$ cat src/rtl/dnsd_ram.sv
// Generic simple dual-port RAM: one write port, one read port, registered read.
// Stand-alone; used for the packet store and the name buffer.
module dnsd_ram #(
  parameter int WIDTH = 8,
  parameter int DEPTH = 256,
  localparam int AW = $clog2(DEPTH)
) (
  input  logic             clk,
  input  logic             we,
  input  logic [AW-1:0]    waddr,
  input  logic [WIDTH-1:0] wdata,
  input  logic [AW-1:0]    raddr,
  output logic [WIDTH-1:0] rdata
);

  logic [WIDTH-1:0] mem [DEPTH];

  // Write, and register the read word
  always_ff @(posedge clk) begin
    if (we) begin
      mem[waddr] <= wdata;
    end
    rdata <= mem[raddr];
  end

endmodule

$ cat config.mk
export PLATFORM = sky130hd
export DESIGN_NAME = dnsd_ram
export DESIGN_NICKNAME = d
export VERILOG_FILES = /design/src/rtl/dnsd_ram.sv
export SDC_FILE = /design/constraint.sdc
export NUM_CORES = 2
export LEC_CHECK = 0
export BUFFER_PORTS_ARGS = -buffer_cell sky130_fd_sc_hd__buf_2
export CORE_UTILIZATION = 50
export CTS_BUF_LIST = sky130_fd_sc_hd__clkbuf_4
export DETAILED_ROUTE_END_ITERATION = 8
export PLACE_DENSITY = 0.68
export SETUP_SLACK_MARGIN = 0.2
export SLEW_MARGIN = 20
export SYNTH_ARGS = -nofsm -noshare
export SYNTH_HDL_FRONTEND = slang
export SYNTH_SLANG_ARGS = --single-unit
$ cat constraint.sdc
create_clock -name clk -period 2.3 [get_ports clk]
set_clock_uncertainty 0.15 [all_clocks]
set_input_delay 0.345 -clock clk [delete_from_list [all_inputs] [get_ports clk]]
set_output_delay 0.345 -clock clk [all_outputs]
set_load 0.02 [all_outputs]
; ---- Yosys cells after proc, flatten, opt, wreduce, memory -nomap -nowiden
; Memory sizes are Yosys's and may differ from the RTL's. A register that Yosys moved wholly into a read port is not among the register bits.
; Cells that the tools add are included.
[word_totals]
regBits = 0
memories = 1
ram_bits = 2048
input_bits = 26
[classes]
n_mux = 2
[memory_table]
columns = memory, depth, word_bits, read_ports, rd_clocked_by_memory_dff, write_ports, line_no
row1 = mem, 256, 8, 1, 1, 1, 16  ; logic [WIDTH-1:0] mem [DEPTH];
[op_table]
columns = op, n
row1 = $mux 1, 2

; ---- Depth between registers and ports, before layout
[depth]
word_depth = 2
mapped_depth = 11
ltp_nobuf = 6

; ---- Least setup slack after synthesis
; No wires, ideal clock.
[synth_timing]
path_kind = input to register
start = input port raddr[0]
end = register rdata[2] (read register of mem)
path_stages = 9
required_time_ps = 2019
path_slack_ps = -133
n_path_buf = 4
arrival_ps = 2152
setup_time_ps = 131
cell_sequence = buf_6 buf_12 buf_8 buf_2 mux4_2 a22oi_1 a21oi_1 nor4_1 nor4_2
[synth_rtl]
columns = item, line_no
row1 = "start, declared", 12  ; input logic [AW-1:0] raddr,
row2 = "end, declared", 13  ; output logic [WIDTH-1:0] rdata

==> results.py <==
metrics = {
    "power_and_ir_drop": {
        "p_seq_frac": 0.538,
        "p_per_area_nw_per_um2": 809,
        "p_comb_frac": 0.060,
        "power.leakage_nw": 31.7,
        "netSwitchingFraction": 0.221,
        "ir_drop_uv": 543,
        "clkPwrFrac": 0.402,
        "internal_power_mw": 60.0,
        "p_switching_mw": 17.0,
    },
    "sta": {
        "slew_violations": 0,
        "final.period_utilization": 1.06,
        "period_minus_slack_ns": 2.43,
        "tightest_slew_ns": 1.07,
        "fmax_mhz": 412,
        "grt_setup_unrepaired": "yes",
        "holdWs_ns": 0.217,
        "relSlewSlack": 0.284,
        "hold_violations": 0,
        "setup_viol_count_final": 11,
        "fin_ws_ns": -0.130,
    },
    "route": {
        "drtIter0Drc": 5247,
        "finalWirelength_mm": 203,
        "wl_per_cell_um": 27.9,
        "dr.pass1.iters": 6,
        "antenna_left": 0,
        "drc": 0,
        "vias": 43500,
        "avgViaCountPerCell": 5.99,
    },
    "final_layout": {
        "nFillCells": 11300,
        "areaGrowthSynthToFinish_pct": 19.6,
        "fin_area_um2": 95200,
        "final_nets": 4851,
        "drive_gt1_frac": 0.407,
    },
    "clocking": {
        "clkSinkCount": 2056,
        "cts.clk_slew.worst_paths_ns": 0.07,
        "cts_tree": "done",
        "root_buffer": "clkbuf_4",
        "cts_made_buffers": 535,
        "h-tree-depth": 6,
        "clkLatencyLatePin_ns": 1.36,
        "clockBufferDepth": 4,
    },
    "logic_synthesis": {
        "synthDistinctLibCells": 55,
        "synth_adder_area_share": 0,
        "syn_avg_cell_area_um2": 21.3,
        "synth-xor-area-share": 0,
        "async_flop_share": 0,
        "synth-compound-area-share": 0.0342,
        "ys_warn_count": 0,
        "syn_nets": 3759,
        "synth_simple_gate_area_frac": 0.0263,
        "synth_top_family_by_area": "multiplexers",
        "synth_cells": 3733,
        "synth-edff-count": 2048,
        "syn-cell-area_um2": 79600,
        "ys_seq_area_frac": 0.775,
        "ys_ff_latch": 2056,
        "synthMuxAreaShare": 0.146,
        "synthFlopType": "edfxtp_1",
    },
    "status": {
        "status": "complete, but fails checks",
        "violations": "setup timing",
    },
    "placement": {
        "dp_hpwl_mm": 130,
        "port_buffers": 33,
        "gp_congestion": 0.915,
        "post_dp_cell_area_um2": 87500,
    },
    "hold_path": {
        "hold_depth": 8,
        "holdPathEnd": "rdata[7]$_DFF_P_",
        "hp-start": "raddr[3]",
        "hold_path_class": "in -> reg",
    },
    "worst_setup_path": {
        "worstRegToRegCells": 6,
        "worstSetupEndpointType": "flip-flop",
        "crit_arrival_ns": 3.48,
        "criticalPathCategory": "reg -> reg",
        "slowest_delay_ns": 0.54,
        "path_buf_inv": 1,
        "critPathTopFamily": "multiplexers",
        "cpMaxStageDelayCell": "mux4_2",
        "cpMostUsedCell": "mux4_2",
        "rrSetupSlack_ns": -0.13,
        "rr_startpoint": "mem[64][1]$_DFFE_PP_",
        "start_kind": "flip-flop",
        "crit_chain": "mux4_2 -> mux4_2 -> nor2b_4 -> nor4_4 -> buf_4 -> nor4_2",
        "critPathRequiredTime_ns": 3.35,
        "rr_endpoint": "rdata[1]$_DFF_P_",
        "cp_max_fo": 1,
        "startpoint": "mem[64][1]$_DFFE_PP_",
    },
    "floorplan": {
        "ios": 34,
        "die_w_um": 401,
        "design.die.area_um2": 161000,
        "initial_core_util": 0.503,
        "num_rows": 146,
        "die_h_um": 401,
        "core_area_um2": 158000,
    },
    "flow_run": {
        "cap_violations": 0,
    },
    "global_route": {
        "antenna_found_initial": 12,
        "grt_pass1_vias": 44400,
        "grt_overflow": 0,
        "grt_max_degree": 81,
        "grt_usage": 0.255,
        "grt_pass1_wl_mm": 295,
    },
}
==> layer usage <==
| metal | vias up | global-route usage | share of wire | wire [µm] |
|---|---|---|---|---|
| li1 | 18300 | - | - | - |
| met1 | 22300 | 0.360 | 0.39 | 79500 |
| met2 | 2493 | 0.387 | 0.47 | 95000 |
| met3 | 375 | 0.0629 | 0.11 | 21800 |
| met4 | 6 | 0.0939 | 0.030 | 6150 |
| met5 | - | 0 | 0.00015 | 30 |
==> how the worst max path moves through the flow <==
stage                     slack [ns]  cells past startpoint          endpoint
after global routing           -0.19                      1          rdata[0]
after detailed placement       -1.32                      8  rdata[6]$_DFF_P_
after CTS                      -0.24                      1          rdata[5]
after floorplan                -0.01                      9  rdata[0]$_DFF_P_
after global placement         -1.71                      8  rdata[2]$_DFF_P_
final                          -0.13                      6  rdata[1]$_DFF_P_
==> registers in the layout (all words and copies together) (netlist names) <==
signal and flops:
rdata 8, mem 2048
==> metrics by stage <==
step | setup slack (ns) | power [mW] | std cells | util | setup TNS [ns]
5_1_grt | -0.188 | 79.6 | 7250 | 0.602 | -1.80
3_3_place_gp | -1.71 | 46.5 | 6316 | 0.553 | -30.21
6_report | -0.130 | 77.0 | 7256 | 0.602 | -0.877
2_1_floorplan | -0.0138 | 44.2 | 3733 | - | -2.83
4_1_cts | -0.244 | 77.6 | 7246 | 0.601 | -2.06
3_5_place_dp | -1.32 | 46.5 | 6317 | 0.553 | -28.68
==> worst min-delay path, stage by stage <==
cell      delay (ns)
buf_4           0.42
nor2b_1         0.13
buf_4           0.17
o221ai_1        0.09
nor2_1          0.07
nor4_2          0.20
buf_4           0.15
nor4_2          0.04
==> Yosys cell counts (28+ instances only) <==
master    count  area [µm²]
edfxtp_1   2048       61500
mux4_2      454       10200
nor2_1      282        1060
mux2i_1     134        1340
a22oi_1     133         998
clkbuf_1    111         417
a21oi_1      96         480
o221ai_1     46         403
nand3_1      34         170
nand2_1      33         124
buf_2        31         155
nor2b_1      31         194
o22ai_1      28         175
==> layout by cell type (no fill, tap or decap), types with 11 or more instances in the layout <==
cell              n
edfxtp_1       2048
clkbuf_4        756
buf_4           622
mux4_2          454
nor2_1          270
mux2i_1         134
a22oi_1         126
buf_12           96
a21oi_1          94
clkinv_1         85
o221ai_1         44
nand3_1          34
dlygate4sd3_1    34
nand2_1          33
o22ai_1          28
nor2b_1          24
clkinv_2         17
nor4_2           16
bufinv_16        15
nor3_1           13
buf_2            13
diode_2          11
==> cell type report <==
| cell class | instances | area, µm² | share of cell area |
|---|---|---|---|
| Antenna cell | 11 | 27.5 | 0.000289 |
| Clock buffer | 756 | 5680 | 0.0596 |
| Clock inverter | 129 | 915 | 0.00961 |
| Inverter | 2 | 7.51 | 0.0000789 |
| Multi-Input combinational cell | 1442 | 16900 | 0.178 |
| Sequential cell | 2056 | 61700 | 0.648 |
| Tap cell | 2072 | 2590 | 0.0272 |
| Timing Repair Buffer | 788 | 7320 | 0.0769 |
==> power by group through the flow <==
| stage | logic [mW] | clock network [mW] | registers (mW) |
|---|---|---|---|
| after floorplan | 2.07 | 0 | 42.2 |
| after global placement | 4.28 | 0 | 42.2 |
| after detailed placement | 4.34 | 0 | 42.2 |
| after CTS | 4.59 | 31.6 | 41.4 |
| after global routing | 4.83 | 33.4 | 41.4 |
| final | 4.62 | 30.9 | 41.4 |
==> logic make-up (layout without fill, tap and decap cells) <==
| group | count (synthesis) | in the layout |
|---|---|---|
| flops | 2056 | 2056 |
| mux | 591 | 591 |
| simple gates | 466 | 466 |
| compound gates | 385 | 385 |
| buf+inv | 235 | 1675 |
| other cells | 0 | 11 |
==> timing repair <==
| action | 4_1_cts | 5_1_grt |
|---|---|---|
| endpoints found under the hold margin | 4102 | 137 |
| pin swaps | 16 | 14 |
| hold buffers | 44 | 2 |
| resized for setup | 86 | 24 |
| endpoints found under the setup margin | 16 | 113 |
| setup buffers | 0 | 0 |
(Power assumes the default switching activity.)
