## config.mk

```make
export PLATFORM = sky130hd
export DESIGN_NAME = dnsd_emit
export DESIGN_NICKNAME = d
export VERILOG_FILES = /design/src/rtl/dnsd_pkg.sv /design/src/rtl/dnsd_emit.sv
export SDC_FILE = /design/constraint.sdc
export NUM_CORES = 1
export LEC_CHECK = 0
export ABC_AREA = 0
export BUFFER_PORTS_ARGS = -buffer_cell sky130_fd_sc_hd__buf_2
export CAP_MARGIN = 0
export CORE_MARGIN = 2
export CORE_UTILIZATION = 48
export CTS_CLUSTER_SIZE = 10
export DETAILED_ROUTE_END_ITERATION = 10
export PLACE_DENSITY = 0.7
export SETUP_SLACK_MARGIN = 0.15
export SLEW_MARGIN = 20
export SYNTH_ARGS = -nofsm -noshare
export SYNTH_HDL_FRONTEND = slang
export SYNTH_SLANG_ARGS = --single-unit
```

## constraint.sdc

```tcl
create_clock -name clk -period 11.9 [get_ports clk]
set_input_delay 1.19 -clock clk [delete_from_list [all_inputs] [get_ports clk]]
set_output_delay 1.19 -clock clk [all_outputs]
set_load 0.02 [all_outputs]
```

## src/rtl/dnsd_pkg.sv

```systemverilog
// Package for the DNS name decompressor: shared types, codes and widths.
// Used by every module under rtl except dnsd_ram; depends on nothing else.
package dnsd_pkg;

  // Transfer kinds on the command port
  localparam logic [1:0] KIND_CLEAR  = 2'd0;
  localparam logic [1:0] KIND_APPEND = 2'd1;
  localparam logic [1:0] KIND_DECODE = 2'd2;

  // Result error codes
  localparam logic [1:0] ERR_OK       = 2'd0;
  localparam logic [1:0] ERR_OVERRUN  = 2'd1;
  localparam logic [1:0] ERR_HOPS     = 2'd2;
  localparam logic [1:0] ERR_TOO_LONG = 2'd3;

  // Walk position: covers a 14-bit pointer target or an 11-bit store index plus a name
  localparam int POS_W = 17;

  // Name buffer: a name of at most 255 wire bytes spells at most 253 characters
  localparam int NAME_AW    = 8;
  localparam int NAME_DEPTH = 256;

  localparam logic [1:0] PTR_MARK = 2'b11;
  localparam logic [7:0] DOT_CHAR = 8'h2e;

  typedef enum logic [2:0] {
    W_IDLE,
    W_RDLEN,
    W_LEN,
    W_PTR2,
    W_LABEL,
    W_FINISH
  } walk_state_t;

  typedef enum logic {
    E_IDLE,
    E_RUN
  } emit_state_t;

  // Outcome of one walk, handed from the walker to the emitter
  typedef struct packed {
    logic [1:0]         err;
    logic [NAME_AW-1:0] nlen;
    logic [8:0]         cons;
  } walk_res_t;

endpackage

```

## src/rtl/dnsd_emit.sv

```systemverilog
// Result emitter: reads the finished name from the name buffer and strobes it
// out up to eight characters per result. Depends on dnsd_pkg.
module dnsd_emit (
  input  logic                          clk,
  input  logic                          rst,
  input  logic                          go,
  input  dnsd_pkg::walk_res_t           res,
  output logic [dnsd_pkg::NAME_AW-1:0]  name_raddr,
  input  logic [7:0]                    name_rdata,
  output logic                          busy,
  output logic                          valid,
  output logic [63:0]                   name_chars,
  output logic [3:0]                    char_count,
  output logic                          last,
  output logic [8:0]                    consumed,
  output logic [1:0]                    error_code
);
  import dnsd_pkg::*;

  emit_state_t state, state_next;

  logic [NAME_AW-1:0] idx, idx_next;
  logic [NAME_AW-1:0] nlen, nlen_next;
  logic [8:0]         cons, cons_next;
  logic [3:0]         slot, slot_next;
  logic               pend, pend_next;
  logic [63:0]        chars, chars_next;

  logic        valid_next;
  logic [63:0] name_chars_next;
  logic [3:0]  char_count_next;
  logic        last_next;
  logic [8:0]  consumed_next;
  logic [1:0]  error_code_next;

  logic [3:0] issued;
  logic       issue, flush, at_end;

  assign issued     = slot + 4'(pend);
  assign at_end     = idx == nlen;
  assign issue      = (issued < 4'd8) && !at_end;
  assign flush      = !issue && !pend;
  assign name_raddr = idx;

  // Next state
  always_comb begin
    state_next = state;
    unique case (state)
      E_IDLE: if (go && res.err == ERR_OK) state_next = E_RUN;
      E_RUN:  if (flush && at_end) state_next = E_IDLE;
      default: state_next = E_IDLE;
    endcase
  end

  // Datapath and result register
  always_comb begin
    idx_next        = idx;
    nlen_next       = nlen;
    cons_next       = cons;
    slot_next       = slot;
    pend_next       = pend;
    chars_next      = chars;
    valid_next      = 1'b0;
    name_chars_next = name_chars;
    char_count_next = char_count;
    last_next       = last;
    consumed_next   = consumed;
    error_code_next = error_code;
    unique case (state)
      E_IDLE: begin
        if (go) begin
          if (res.err != ERR_OK) begin
            // Error: one empty final result
            valid_next      = 1'b1;
            name_chars_next = '0;
            char_count_next = '0;
            last_next       = 1'b1;
            consumed_next   = '0;
            error_code_next = res.err;
          end else begin
            idx_next   = '0;
            nlen_next  = res.nlen;
            cons_next  = res.cons;
            slot_next  = '0;
            pend_next  = 1'b0;
            chars_next = '0;
          end
        end
      end
      E_RUN: begin
        // Place the character read last cycle
        if (pend) begin
          chars_next[{slot[2:0], 3'b000} +: 8] = name_rdata;
          slot_next = slot + 4'd1;
        end
        if (issue) idx_next = idx + NAME_AW'(1);
        pend_next = issue;
        if (flush) begin
          valid_next      = 1'b1;
          name_chars_next = chars;
          char_count_next = slot;
          last_next       = at_end;
          consumed_next   = at_end ? cons : 9'd0;
          error_code_next = ERR_OK;
          chars_next      = '0;
          slot_next       = '0;
        end
      end
      default: ;
    endcase
  end

  always_ff @(posedge clk) begin
    if (rst) begin
      state <= E_IDLE;
      valid <= 1'b0;
      pend  <= 1'b0;
    end else begin
      state <= state_next;
      valid <= valid_next;
      pend  <= pend_next;
    end
    idx        <= idx_next;
    nlen       <= nlen_next;
    cons       <= cons_next;
    slot       <= slot_next;
    chars      <= chars_next;
    name_chars <= name_chars_next;
    char_count <= char_count_next;
    last       <= last_next;
    consumed   <= consumed_next;
    error_code <= error_code_next;
  end

  assign busy = state != E_IDLE;

endmodule

```

# Yosys cells after proc, flatten, opt, wreduce, memory -nomap -nowiden
# Index checks and enable logic that the tools add are counted.
[totals]
ff_bits = 176
memories = 0
word_cells = 89
ramBits = 0
latchBits = 0
out_inout_bits = 90
mem_bits_ro = 0
[op_classes]
shift = 2
bitwise_logic = 2
reduce_logical = 14
order_cmp = 1
n_mux = 46
n_mul = 0
add_sub_neg = 4
n_eq_ne = 7
div = 0
[op_table]
columns = ["cell", "count"]
rows = [
  ["64-bit two-way mux", 7],
  ["64-bit case mux with 2 select lines", 2],
  ["64-bit bitwise mux", 1],
  ["8-bit by 8-bit variable shift with 64-bit output, first input constant", 1],
  ["8-bit by 8-bit indexed part select with 64-bit output", 1],
  ["9-bit two-way mux", 4],
  ["4-bit two-way mux", 7],
  ["8-bit two-way mux", 3],
  ["9-bit case mux with 2 select lines", 1],
  ["4-bit case mux with 2 select lines", 2],
  ["8-bit case mux with 2 select lines", 1],
  ["3-bit AND reduction", 4],
  ["1-bit two-way mux", 10],
  ["8-bit by 1-bit adder with 8-bit output, second input constant", 1],
  ["8-bit equality test", 1],
  ["6-bit negator with 8-bit output", 1],
  ["1-bit case mux with 2 select lines", 4],
  ["2-bit two-way mux", 3],
  ["2-bit != test, second input constant", 3],
  ["4-bit by 1-bit adder with 4-bit output", 1],
  ["4-bit by 1-bit adder with 4-bit output, second input constant", 1],
  ["1-bit logical AND", 4],
  ["4-bit less-than comparator, second input constant", 1],
  ["2-bit by 1-bit != test with 1-bit output, second input constant", 2],
  ["7 further kinds", 10],
]

# Depth between registers and ports, before layout
[depth]
depth_word = 8
mapped_depth = 9

# Least setup slack after synthesis
# No wires, ideal clock.
[synth_timing]
path_type = "input to register"
startpoint = "input port res[18] (netlist bit)"
endpoint = "register chars[0] (enable)"
required_ns = 11.374
path_slack_ns = 6.433
arrival_ns = 4.940
setup_ns = 0.526
path_stages = 3
cell_sequence = "nor2_1 nand2_1 a2bb2oi_1"
[synth_between]
elab_chain_cells = 3
[synth_lines]
columns = ["element", "line", "text"]
rows = [
  ["from (decl)", "dnsd_emit.sv:7", "input dnsd_pkg::walk_res_t res,"],
  ["2-bit nonzero test", "dnsd_emit.sv:72", "if (res.err != ERR_OK) begin"],
  ["2-bit != test (no line)", "n/a", ""],
  ["3-bit AND reduction (no line)", "n/a", ""],
  ["to (signal assigned)", "dnsd_emit.sv:127", "chars <= chars_next;"],
  ["to (decl)", "dnsd_emit.sv:27", "logic [63:0] chars, chars_next;"],
]
# Every way passes these cells.
# A chain may end at the register's enable or synchronous reset.

# Worst setup path in the final report
[layout_timing]
startpoint = "register idx[2] (netlist: name_raddr[2])"
endpoint = "register name_chars[4] (enable)"
[layout_between]
elab_chain_cells = 7
[layout_lines]
columns = ["element", "line", "text"]
rows = [
  ["from (decl)", "dnsd_emit.sv:22", "logic [NAME_AW-1:0] idx, idx_next;"],
  ["from (signal assigned)", "dnsd_emit.sv:123", "idx <= idx_next;"],
  ["8-bit equality test", "dnsd_emit.sv:40", "assign at_end = idx == nlen;"],
  ["1-bit logical NOT", "dnsd_emit.sv:41", "assign issue = (issued < 4'd8) && !at_end;"],
  ["1-bit logical AND", "dnsd_emit.sv:41", ""],
  ["1-bit logical NOT", "dnsd_emit.sv:42", "assign flush = !issue && !pend;"],
  ["1-bit logical AND", "dnsd_emit.sv:42", ""],
  ["2-bit by 1-bit != test with 1-bit output (no line)", "n/a", ""],
  ["3-bit AND reduction (no line)", "n/a", ""],
  ["to (signal assigned)", "dnsd_emit.sv:128", "name_chars <= name_chars_next;"],
  ["to (decl)", "dnsd_emit.sv:12", "output logic [63:0] name_chars,"],
]
# Every way passes these cells.

==> metrics <==
status finished, final reports clean; DR WL/cell between 15 and 20 microns; IO Pins 120; Die Y 128.9 microns; Hold Vio Cnt, Final 0; port bufs 119; syn nets 551; Core Box Area ~0.015 sq mm; Detail Placement HPWL ~9000 microns; met3 wire len ~740 microns; fmax about 0.32 GHz; Max VDD drop ~0.1 mV; distinct cell type count after synthesis 36; mapped cell area around 0.0075 sq mm; DR pass1 iterations 4; Hold Path Class flop to flop; Final GP Congestion between 0.7 and 0.8; clock period minus worst slack 3.172 ns; WS Path Type flop to flop; Post-CTS Resized 0; Power per Cell Area about 170 mW/mm^2; Initial Util 49.23%; Max FO, Critical Path 80; CTS tree yes; Max Cap Viol 0; Clock Path Buffers 2; initial antenna violation count 0; most common cell in the netlist edfxtp_1; nets 659; register area share after synthesis a little over two thirds; synthesis-to-layout area growth 17.57%; CTS Buf Count 17; slowest stage delay, CP roughly 0.96 ns; Yosys top cell area share a little over two thirds; Post-CTS Setup Bufs 0; Worst Path Required between 10 and 15 ns; type of destination of the critical path flop; Async S/R FF share, synth 0%; first-pass GRT wire length approximately 23000 microns; gr ovfl total 0; residual DRC count 0; Slew Limit Fails 0; setup TNS 0 ns; Final Cycle Share 26.66%; max layer used met4; via count 4464; Final Util around 58%; top cells by area, synth edfxtp_1 (69%), mux2i_1 (6.6%), and2_1 (6.4%); Avg Cell Area, Syn roughly 15 sq um; largest net degree at the start of global routing 81; row cnt 45; Antenna Violating Nets Remaining 0; clock root cell clkbuf_16; crit-path cells xnor2_1, nand4_2, o211ai_4, buf_4, and2_4; Metal-1 WL ~6400 microns; Ys Warns 0; H-tree Lvls 4; leading area contributor after synthesis edfxtp_1; Total Wirelength approximately 15000 microns; CP max stage cell and2_4; crit path launch type flop; final setup fails 0; # clock sinks between 150 and 200; Post-Syn Instances 516; post-route cell area slightly below 0.009 sq mm; Leak 0.003575 uW; Post-CTS Hold Fix Bufs 0; worst-skew pair later-pin latency roughly 0.43 ns; Via density around 5.4; layout cell share with drive strength beyond 1 a little over a quarter; CTS clk-pin slew, worst paths about 0.060 ns; WL met2 approximately 7400 microns; number of synthesized flops with an enable pin 173; #FFs+latches synth 176; Placed Area 0.008169 sq mm; relative slew slack between 30 and 40%; 1st-iter DRT viols between 300 and 400; Tightest Pin Transition about 1 ns; Antenna Cells 0; vias in the first global route around 4300; Die X 128.9 microns; gr usage total 18.17%; total power draw around 1500 uW; Synth Flop Type edfxtp_1; Post-synth top cells edfxtp_1 (173), a21oi_1 (84), and2_1 (76); Worst Skew between 0.01 and 0.015 ns; crit path DAT around 3.2 ns; RSZ-0062 raised after global routing no; area of the die ~0.017 sq mm
layer usage:
layer | vias up | global-route usage [%]
met3 | 29 | 4.906
met5 | - | 0
met2 | 141 | 29.19
met4 | 0 | 7.225
li1 | 2108 | -
met1 | 2186 | 23.71
worst max-delay path, delay by kind of cell, from the launching register on:
family,cells,cell delay [ns]
AO/OA/AOI/OAI,1,0.21
XOR/XNOR,1,0.23
flip-flops,1,0.49
AND/OR/NAND/NOR,2,1.17
buffers and inverters,1,0.64
per-stage QoR:
step | worst slack (ns) | std cells | hold WS, ns
after floorplan | 6.433 | 516 | 0.4806
after global placement | 8.829 | 793 | 0.5003
after detailed placement | 8.623 | 793 | 0.5014
after CTS | 8.585 | 825 | 0.5122
after global routing | 8.546 | 825 | 0.5405
final | 8.728 | 825 | 0.5097
cell usage in the layout (no fill, tap or decap), drive strengths merged, types with 4 or more instances in the layout:
cell and count:
clkinv 4, xor2 6, and2 76, a21oi 86
mux2i 49, clkbuf 17, bufinv 4, buf 123
inv 10, edfxtp 173, ha 5, nor2 29
nand2 8, xnor2 11, nand3 7
cell type report:
class	instances	area, sq um
Fill cell	1204	6402
Sequential cell	176	5259
Multi-Input combinational cell	302	2037
Timing Repair Buffer	123	625.6
Clock buffer	17	425.4
Tap cell	188	235.2
Clock inverter	15	202.7
Inverter	4	15.01
power by group:
group / total [uW] / leakage [uW] / internal [uW] / switching, uW
Sequential: 743 / 0.00172 / 725 / 17.9
Combinational: 125 / 0.00155 / 39.8 / 85.5
Clock: 596 / 0.000307 / 354 / 242
Total: 1460 / 0.00357 / 1120 / 346
state kept, by name, indices dropped and copies added, names as in the netlist, 2 cells and up:
signal / flops
name_raddr: 8
consumed: 9
slot: 4
chars: 64
char_count: 4
error_code: 2
name_chars: 64
cons: 9
nlen: 8
final timing paths:
kind / start / to / slack, ns / depth (start not counted)
worst max-delay path: name_raddr[2]$_SDFFCE_PN0P_ / name_chars[4]$_SDFFCE_PN0P_ / 8.73 / 5
worst min-delay path: cons[7]$_DFFE_PP_ / consumed[7]$_SDFFCE_PN0P_ / 0.51 / 1
worst max register to register: name_raddr[2]$_SDFFCE_PN0P_ / name_chars[4]$_SDFFCE_PN0P_ / 8.73 / 5
worst min register to register: cons[7]$_DFFE_PP_ / consumed[7]$_SDFFCE_PN0P_ / 0.51 / 1
kinds of logic (layout without fill, tap and decap cells):
family / Yosys count / after routing / synth area share, %
adders and majority gates: 5 / 5 / 0.8358
xor gates and xnor gates: 17 / 17 / 1.989
and+or+nand+nor: 138 / 138 / 10.80
muxes: 49 / 49 / 6.553
buffers and inverters: 38 / 159 / 2.875
DFF: 176 / 176 / 70.21
AOI/OAI and AO/OA: 93 / 93 / 6.737
Note: power is estimated with default switching activity, not from simulation.
