## src/rtl/dnsd_pkg.sv

```systemverilog
// Package for the DNS name decompressor: shared types, codes and widths.
// Used by every module under rtl except dnsd_ram; depends on nothing else.
package dnsd_pkg;

  // Transfer kinds on the command port
  localparam logic [1:0] KIND_CLEAR  = 2'd0;
  localparam logic [1:0] KIND_APPEND = 2'd1;
  localparam logic [1:0] KIND_DECODE = 2'd2;

  // Result error codes
  localparam logic [1:0] ERR_OK       = 2'd0;
  localparam logic [1:0] ERR_OVERRUN  = 2'd1;
  localparam logic [1:0] ERR_HOPS     = 2'd2;
  localparam logic [1:0] ERR_TOO_LONG = 2'd3;

  // Walk position: covers a 14-bit pointer target or an 11-bit store index plus a name
  localparam int POS_W = 17;

  // Name buffer: a name of at most 255 wire bytes spells at most 253 characters
  localparam int NAME_AW    = 8;
  localparam int NAME_DEPTH = 256;

  localparam logic [1:0] PTR_MARK = 2'b11;
  localparam logic [7:0] DOT_CHAR = 8'h2e;

  typedef enum logic [2:0] {
    W_IDLE,
    W_RDLEN,
    W_LEN,
    W_PTR2,
    W_LABEL,
    W_FINISH
  } walk_state_t;

  typedef enum logic {
    E_IDLE,
    E_RUN
  } emit_state_t;

  // Outcome of one walk, handed from the walker to the emitter
  typedef struct packed {
    logic [1:0]         err;
    logic [NAME_AW-1:0] nlen;
    logic [8:0]         cons;
  } walk_res_t;

endpackage

```

## src/rtl/dnsd_walk.sv

```systemverilog
// Label walker: steps through the packet store one byte per cycle, follows
// compression pointers and copies the dotted name into the name buffer.
// Depends on dnsd_pkg; drives the read port of the packet store RAM.
module dnsd_walk #(
  parameter int PACKET_BYTES   = 2048,
  parameter int MAX_NAME_CHARS = 255,
  parameter int MAX_HOPS       = 16,
  localparam int AW    = $clog2(PACKET_BYTES),
  localparam int LEN_W = $clog2(PACKET_BYTES + 1),
  localparam int HOP_W = $clog2(MAX_HOPS + 1)
) (
  input  logic                          clk,
  input  logic                          rst,
  input  logic                          go,
  input  logic [10:0]                   start_offset,
  input  logic [LEN_W-1:0]              loaded_len,
  output logic [AW-1:0]                 pkt_raddr,
  input  logic [7:0]                    pkt_rdata,
  output logic                          name_we,
  output logic [dnsd_pkg::NAME_AW-1:0]  name_waddr,
  output logic [7:0]                    name_wdata,
  output logic                          busy,
  output logic                          done,
  output dnsd_pkg::walk_res_t           res
);
  import dnsd_pkg::*;

  walk_state_t state, state_next;

  logic [POS_W-1:0]   pos, pos_next;
  logic [POS_W-1:0]   cur, cur_next;
  logic [5:0]         ptr_hi, ptr_hi_next;
  logic [7:0]         lab_len, lab_len_next;
  logic [7:0]         rem, rem_next;
  logic               pend, pend_next;
  logic [HOP_W-1:0]   hops, hops_next;
  logic [8:0]         wire_len, wire_len_next;
  logic [8:0]         cons, cons_next;
  logic               jumped, jumped_next;
  logic [NAME_AW-1:0] nlen, nlen_next;
  logic [1:0]         err, err_next;

  // Shared address compare against the loaded length
  logic [POS_W-1:0] cmp_addr;
  logic             addr_ok;

  logic       is_ptr, is_root, too_long, hop_over, label_end;
  logic [9:0] wire_need;

  always_comb begin
    unique case (state)
      W_LEN:   cmp_addr = pos + POS_W'(1);
      W_LABEL: cmp_addr = cur;
      default: cmp_addr = pos;
    endcase
  end

  assign addr_ok   = cmp_addr < POS_W'(loaded_len);
  assign pkt_raddr = cmp_addr[AW-1:0];

  // Decode the byte just read
  assign is_ptr    = pkt_rdata[7:6] == PTR_MARK;
  assign is_root   = pkt_rdata == 8'd0;
  assign wire_need = 10'(wire_len) + 10'(pkt_rdata) + 10'd2;
  assign too_long  = wire_need > 10'(MAX_NAME_CHARS);
  assign hop_over  = hops == HOP_W'(MAX_HOPS);
  assign label_end = (rem == 8'd0) && !pend;

  // Next state
  always_comb begin
    state_next = state;
    unique case (state)
      W_IDLE:   if (go) state_next = W_RDLEN;
      W_RDLEN:  state_next = addr_ok ? W_LEN : W_FINISH;
      W_LEN: begin
        priority if (is_ptr) state_next = addr_ok ? W_PTR2 : W_FINISH;
        else if (is_root)    state_next = W_FINISH;
        else if (too_long)   state_next = W_FINISH;
        else                 state_next = W_LABEL;
      end
      W_PTR2:   state_next = hop_over ? W_FINISH : W_RDLEN;
      W_LABEL: begin
        priority if (rem != 8'd0 && !addr_ok) state_next = W_FINISH;
        else if (label_end)                   state_next = W_RDLEN;
        else                                  state_next = W_LABEL;
      end
      W_FINISH: state_next = W_IDLE;
      default:  state_next = W_IDLE;
    endcase
  end

  // Datapath and outputs
  always_comb begin
    pos_next      = pos;
    cur_next      = cur;
    ptr_hi_next   = ptr_hi;
    lab_len_next  = lab_len;
    rem_next      = rem;
    pend_next     = pend;
    hops_next     = hops;
    wire_len_next = wire_len;
    cons_next     = cons;
    jumped_next   = jumped;
    nlen_next     = nlen;
    err_next      = err;
    name_we       = 1'b0;
    name_waddr    = nlen;
    name_wdata    = pkt_rdata;
    unique case (state)
      W_IDLE: begin
        if (go) begin
          pos_next      = POS_W'(start_offset);
          hops_next     = '0;
          wire_len_next = '0;
          cons_next     = '0;
          jumped_next   = 1'b0;
          nlen_next     = '0;
          err_next      = ERR_OK;
        end
      end
      W_RDLEN: begin
        if (!addr_ok) err_next = ERR_OVERRUN;
      end
      W_LEN: begin
        priority if (is_ptr) begin
          ptr_hi_next = pkt_rdata[5:0];
          if (!addr_ok) err_next = ERR_OVERRUN;
        end else if (is_root) begin
          if (!jumped) cons_next = cons + 9'd1;
        end else if (too_long) begin
          err_next = ERR_TOO_LONG;
        end else begin
          // Separate labels with a dot, then copy the label body
          if (nlen != '0) begin
            name_we    = 1'b1;
            name_wdata = DOT_CHAR;
            nlen_next  = nlen + NAME_AW'(1);
          end
          lab_len_next = pkt_rdata;
          rem_next     = pkt_rdata;
          cur_next     = pos + POS_W'(1);
          pend_next    = 1'b0;
        end
      end
      W_PTR2: begin
        if (!jumped) begin
          cons_next   = cons + 9'd2;
          jumped_next = 1'b1;
        end
        if (hop_over) begin
          err_next = ERR_HOPS;
        end else begin
          hops_next = hops + HOP_W'(1);
          pos_next  = POS_W'({ptr_hi, pkt_rdata});
        end
      end
      W_LABEL: begin
        // Store the byte read last cycle, issue the next read
        if (pend) begin
          name_we   = 1'b1;
          nlen_next = nlen + NAME_AW'(1);
        end
        if (rem != 8'd0) begin
          if (addr_ok) begin
            cur_next  = cur + POS_W'(1);
            rem_next  = rem - 8'd1;
            pend_next = 1'b1;
          end else begin
            err_next = ERR_OVERRUN;
          end
        end else begin
          pend_next = 1'b0;
        end
        if (label_end) begin
          wire_len_next = wire_len + 9'(lab_len) + 9'd1;
          if (!jumped) cons_next = cons + 9'(lab_len) + 9'd1;
          pos_next = cur;
        end
      end
      W_FINISH: ;
      default: ;
    endcase
  end

  always_ff @(posedge clk) begin
    if (rst) begin
      state <= W_IDLE;
      pend  <= 1'b0;
    end else begin
      state <= state_next;
      pend  <= pend_next;
    end
    pos      <= pos_next;
    cur      <= cur_next;
    ptr_hi   <= ptr_hi_next;
    lab_len  <= lab_len_next;
    rem      <= rem_next;
    hops     <= hops_next;
    wire_len <= wire_len_next;
    cons     <= cons_next;
    jumped   <= jumped_next;
    nlen     <= nlen_next;
    err      <= err_next;
  end

  assign busy     = state != W_IDLE;
  assign done     = state == W_FINISH;
  assign res.err  = err;
  assign res.nlen = nlen;
  assign res.cons = cons;

endmodule

```

## config.mk

```make
export PLATFORM = sky130hd
export DESIGN_NAME = dnsd_walk
export DESIGN_NICKNAME = d
export VERILOG_FILES = /design/src/rtl/dnsd_pkg.sv /design/src/rtl/dnsd_walk.sv
export SDC_FILE = /design/constraint.sdc
export NUM_CORES = 1
export LEC_CHECK = 0
export BUFFER_PORTS_ARGS = -buffer_cell sky130_fd_sc_hd__buf_2
export CAP_MARGIN = 20
export CORE_MARGIN = 2
export CORE_UTILIZATION = 60
export DETAILED_ROUTE_END_ITERATION = 10
export GPL_TIMING_DRIVEN = 0
export PLACE_DENSITY = 0.82
export SLEW_MARGIN = 30
export SYNTH_ARGS = -nofsm -noshare
export SYNTH_HDL_FRONTEND = slang
export SYNTH_SLANG_ARGS = --single-unit
```

## constraint.sdc

```tcl
create_clock -name clk -period 9.5 [get_ports clk]
set_clock_uncertainty 0.2 [all_clocks]
set_input_delay 0 -clock clk [delete_from_list [all_inputs] [get_ports clk]]
set_output_delay 0 -clock clk [all_outputs]
set_load 0.005 [all_outputs]
```

; ---- After elaboration in Yosys (flattened, before gate mapping)
; Index checks and enable logic that the tools add are counted.
[totals]
regBits = 94
in_bits = 34
elab_cells = 158
[classes]
add_sub_neg = 13
n_lt_le_gt_ge = 2
n_eq_ne = 25
n_mux = 74
bitwise_logic = 3
n_reduce_logical = 28
[ops]
columns = op, n
row1 = $mux 17, 8
row2 = $mux 8, 16
row3 = $mux 9, 8
row4 = $pmux 17 s2, 2
row5 = $pmux 17 s3, 1
row6 = $pmux 9 s4, 1
row7 = $add 17x1->17 const B, 2
row8 = $ne 2x2->1 const B, 15
row9 = $add 9x1->9 const B, 3
row10 = $pmux 8 s3, 1
row11 = $mux 3, 7
row12 = $add 9x8->9, 2
row13 = $pmux 9 s2, 1
row14 = $lt 17x12->1, 1
row15 = $logic_not 8->1, 2
row16 = $pmux 8 s2, 1
row17 = $reduce_bool 8->1, 2
row18 = $pmux 3 s5, 1
row19 = $mux 2, 7
row20 = $mux 1, 13
row21 = $reduce_and 6->1, 2
row22 = $add 10x2->10 const B, 1
row23 = $add 9x8->10, 1
row24 = $gt 10x8->1 const B, 1
row25 = other kinds (28), 46

; ---- Logic depth before layout (Yosys ltp)
[logic_depth]
ltp_word = 7
ltp_mapped = 14
depth_no_buf = 14

; ---- Least setup slack after synthesis
; No wires, ideal clock.
[synth_timing]
kind = register to register
start = register pos[2]
end = register cur[0] (enable)
setup_ns = 0.412
arrival_ns = 3.867
required_time_ns = 8.888
path_slack_ns = 5.021
stages_incl_launch_ff = 13
path_buffers = 0
cell_sequence = edfxtp_1 > nand3_2 > nor4_1 > xor2_1 > o22ai_1 > a21oi_1 > ha_1 > a211oi_1 > nand2_1 > a211oi_1 > o211ai_2 > nand4b_1 > o21bai_1
[synth_between]
elab_chain_cells = 5
[synth_rtl]
columns = element, line_no
row1 = start: declaration, dnsd_walk.sv:30  ; logic [POS_W-1:0] pos, pos_next;
row2 = start signal: assignment, dnsd_walk.sv:193  ; pos <= pos_next;
row3 = $add 17x1->17, dnsd_walk.sv:52  ; W_LEN: cmp_addr = pos + POS_W'(1);
row4 = $pmux 17 s2, dnsd_walk.sv:51  ; unique case (state)
row5 = net pkt_raddr[9], dnsd_walk.sv:17  ; output logic [AW-1:0] pkt_raddr,
row6 = $lt 17x12->1, dnsd_walk.sv:58  ; assign addr_ok = cmp_addr < POS_W'(loaded_len);
row7 = $ne 2x2->1 (no line), -
row8 = $reduce_and 6->1 (no line), -
row9 = end signal: assignment, dnsd_walk.sv:194  ; cur <= cur_next;
row10 = end: declaration, dnsd_walk.sv:31  ; logic [POS_W-1:0] cur, cur_next;
; The timed path passes the listed nets, and every way through them passes these cells.
; A chain may end at the register's enable or synchronous reset.

; ---- Worst setup path after layout
[layout_timing]
start = register state[2]
end = register cur[3] (enable)
[layout_between]
elab_chain_cells = 5
elab_cells_between_ends = 11
[layout_rtl]
columns = element, line_no
row1 = start: declaration, dnsd_walk.sv:28  ; walk_state_t state, state_next;
row2 = start signal: assignment, dnsd_walk.sv:190  ; state <= state_next;
row3 = $eq 3x3->1 or $eq 3x2->1 (tied branches), "dnsd_walk.sv:51, dnsd_walk.sv:109"
row4 = $pmux 17 s2, dnsd_walk.sv:51
row5 = $lt 17x12->1, dnsd_walk.sv:58
row6 = $ne 2x2->1 (no line), -
row7 = $reduce_and 6->1 (no line) *, -
; Every way passes the cells marked *; elsewhere a longest branch is shown, timed or not.

==> qor.yml <==
run_status:
  run_status: "finished clean"
setup_path:
  critPathMaxStageDelay_ns: 0.52
  reg2reg_to: "cur[3]"
  crit_path_end: "cur[3]"
  required_ns: 9.37
  cp-startpoint: "state[2]"
  crit_top_cell: "o21ai_0"
  ff2ff_setup_slack_ns: 4.64
  reg2reg_depth: 14
  crit_type: "flip-flop to flip-flop"
  worstPathMaxFanout: 21
  cp-start-kind: "flip-flop"
  worst_path_max_delay_cell: "clkbuf_1"
  path_cells: "buf_2 > inv_2 > nand2_1 > clkbuf_1 > o22ai_1 > o21ai_0 > ha_1 > a21oi_1 > o21ai_0 > a211oi_1 > o211ai_2 > nand4b_1 > o21bai_4 > buf_16"
  arrival_ns: 4.73
  reg2reg_from: "state[2]"
  cp-end-kind: "flip-flop"
grt:
  grt_pass1_vias: 6370
  grt_usage_pct: 34.6
  grt-ovfl-total: 0
  antenna_found_initial: 0
  grt_pass1_wl_um: 33500
  grt_max_degree: 22
place:
  dp_hpwl_um: 16100
  pre_cts_slack_ns: 4.80
  place_area_um2: 7690
  dp.cells: 991
  gp_routability_congestion: 1.02
  io_buffers: 82
synthesis:
  yosys.area.top_type: "edfxtp_1"
  synth_nets: 853
  yosysSeqAreaShare_pct: 39.6
  synth.most_common_cell: "edfxtp_1"
  ys.warnings.count: 0
  synth_compound_area_share_pct: 17.2
  synthTopCellsByCount: "edfxtp_1 (90), nor2_1 (66), nand2_1 (65)"
  synth.cell_area_um2: 7030
  synth-main-ff-cell: "edfxtp_1"
  synth-simple-area-share_pct: 20.0
  synthAdderAreaFrac_pct: 10.1
  synth_edf_count: 90
  synth_area_leaders: "edfxtp_1 (38%), ha_1 (9.3%), o21ai_0 (4.1%)"
  synth_cell_types: 69
  synth.top_cell.area_share_pct: 38.4
  synth_xor_area_share_pct: 6.97
  synth-seq-cells: 94
  synth_top_family_by_area: "simple AND/OR/NAND/NOR gates"
  netlist_instances: 764
  synthArstFlopShare_pct: 0
  syn_avg_cell_area_um2: 9.21
  synth_mux_area_share_pct: 0.712
floorplanning:
  num_rows: 39
  dieArea_um2: 12600
  ios: 83
  die_x_um: 112
  chipHeight_um: 112
  start_util_pct: 61.6
  core_area_um2: 11400
final_layout:
  fin_area_um2: 8200
  final_nets: 969
  drive_above_1_share_pct: 16.3
  finalNonFillerCells: 1028
  num_antenna_cells: 0
  area_growth_syn_to_layout_pct: 16.5
routing:
  wire_per_inst_um: 21.2
  wl_um: 21800
  drtIter0Drc: 917
  drc: 0
  ant_nets: 0
  via_count: 6658
  post_drt_via_cell_ratio: 6.48
  firstDrtPassIters: 5
clock_tree:
  cts_resized: 0
  numCtsBuffers: 9
  htree_levels: 3
  clock_latency_ns: 0.36
  cts_setup_buffers: 0
  clk_pin_slew_ns: 0.07
  cts.sinks: 94
  cts_buffer_depth: 2
  cts_hold_buf: 21
  cts_tree: "built"
  ctsRootBufferMaster: "clkbuf_16"
worst_hold_path:
  hold_path_class: "primary input to flip-flop"
pwr:
  pwr-share-comb_pct: 47.6
  powerDensity_nw_per_um2: 251
  p_int_uw: 1180
  p_switching_uw: 884
  peakVddDrop_mv: 0.179
  p_seq_share_pct: 34.2
  leakage_uw: 0.00327
  p_sw_share_pct: 42.9
  p_clk_share_pct: 18.1
sta:
  finalSetupTns_ns: 0
  final.period_utilization_pct: 51.1
  max_freq_mhz: 206
  slew_viol_final: 0
  final-hold-violation-count: 0
  min_period_ns: 4.86
  tightest_slew_ns: 0.966
  grt_setup_unrepaired: "false"
  relSlewSlack_pct: 35.4
  final-setup-viol-count: 0
  fin_ws_ns: 4.64
job:
  maxCapViolCount: 0
## worst max-delay path: cells and delay by family (launching register included)
family	cells	cell delay, ns
flip-flops	1	0.48
AND/OR/NAND/NOR	2	0.60
AO/OA/AOI/OAI	7	1.79
adder cells (fa/ha/maj)	1	0.36
buffers and inverters	4	1.10
## power groups by stage
stage | clock network (uW) | logic, uW | registers (uW)
2_1_floorplan | 0 | 629 | 684
3_3_place_gp | 0 | 895 | 704
3_5_place_dp | 0 | 937 | 708
4_1_cts | 372 | 956 | 701
5_1_grt | 391 | 1070 | 716
6_report | 373 | 981 | 705
## cells by family after synthesis
family | after synthesis
buffers and inverters | 88
DFF | 94
and+or+nand+nor | 269
AOI/OAI and AO/OA | 197
xor gates and xnor gates | 56
adders and majority gates | 55
muxes | 5
## how the worst min path moves through the flow
stage	to	slack (ns)	startpoint	depth (start not counted)
finish	state[0]	0.12	loaded_len[0]	6
global route	state[0]	0.16	loaded_len[0]	6
floorplan	lab_len[0]	-0.10	pkt_rdata[0]	0
detailed placement	lab_len[6]	0.02	pkt_rdata[6]	1
CTS	state[0]	0.11	loaded_len[0]	6
global placement	lab_len[6]	0.02	pkt_rdata[6]	1
## per-layer routing
layer / routed length (um) / share of wire, % / global-route usage [%]
met1: 8790 / 40 / 46.4
met2: 9970 / 46 / 54.8
met3: 2140 / 9.9 / 6.64
met4: 842 / 3.9 / 15.7
met5: 0 / 0 / 0
## through the flow
step	hold slack, ns	utilization, %	power [uW]
CTS	0.109	71.8	2030
floorplan	-0.101	-	1310
global route	0.160	71.8	2180
global placement	0.0198	66.8	1600
detailed placement	0.0201	67.3	1650
finish	0.119	71.8	2060
## cells in the final DEF (no fill, tap or decap), types with 5 or more instances in the layout
| cell type | synthesis | layout |
|---|---|---|
| a22o_1 | 6 | 6 |
| a21o_1 | 5 | 5 |
| nor3b_1 | 5 | 5 |
| xnor2_1 | 27 | 27 |
| nand2_1 | 65 | 65 |
| mux2i_1 | 5 | 5 |
| o21ai_0 | 57 | 57 |
| a21oi_1 | 56 | 56 |
| and2_1 | 7 | 7 |
| nor2b_1 | 9 | 9 |
| o22ai_1 | 24 | 23 |
| or3_1 | 16 | 16 |
| buf_2 | 11 | 93 |
| nand4_1 | 10 | 10 |
| edfxtp_1 | 90 | 90 |
| nor2_1 | 66 | 66 |
| xor2_1 | 29 | 29 |
| nand3_1 | 26 | 26 |
| buf_4 | 8 | 8 |
| nor4_1 | 6 | 6 |
| inv_1 | 45 | 45 |
| dlygate4sd3_1 | 0 | 21 |
| clkbuf_1 | 17 | 17 |
| nor3_1 | 19 | 18 |
| o21a_1 | 13 | 13 |
| buf_1 | 5 | 5 |
| clkbuf_16 | 0 | 9 |
| ha_1 | 52 | 52 |
| and3_1 | 9 | 9 |
## registers in the layout, indices dropped and copies added, names as in the netlist
signal,count
cur,17
pos,17
cons,9
wire_len,9
lab_len,8
name_waddr,8
rem,8
ptr_hi,6
hops,5
state,3
err,2
jumped,1
pend,1
## layout make-up
class / count / area (um2)
clock buffer: 9 / 225
timing repair buffer: 105 / 663
inverter: 46 / 173
sequential: 94 / 2780
tap: 143 / 179
fill: 901 / 3220
clock inverter: 7 / 72.6
buffer: 42 / 209
multi-input combinational: 582 / 3890
Note: power is estimated with default switching activity, not from simulation.
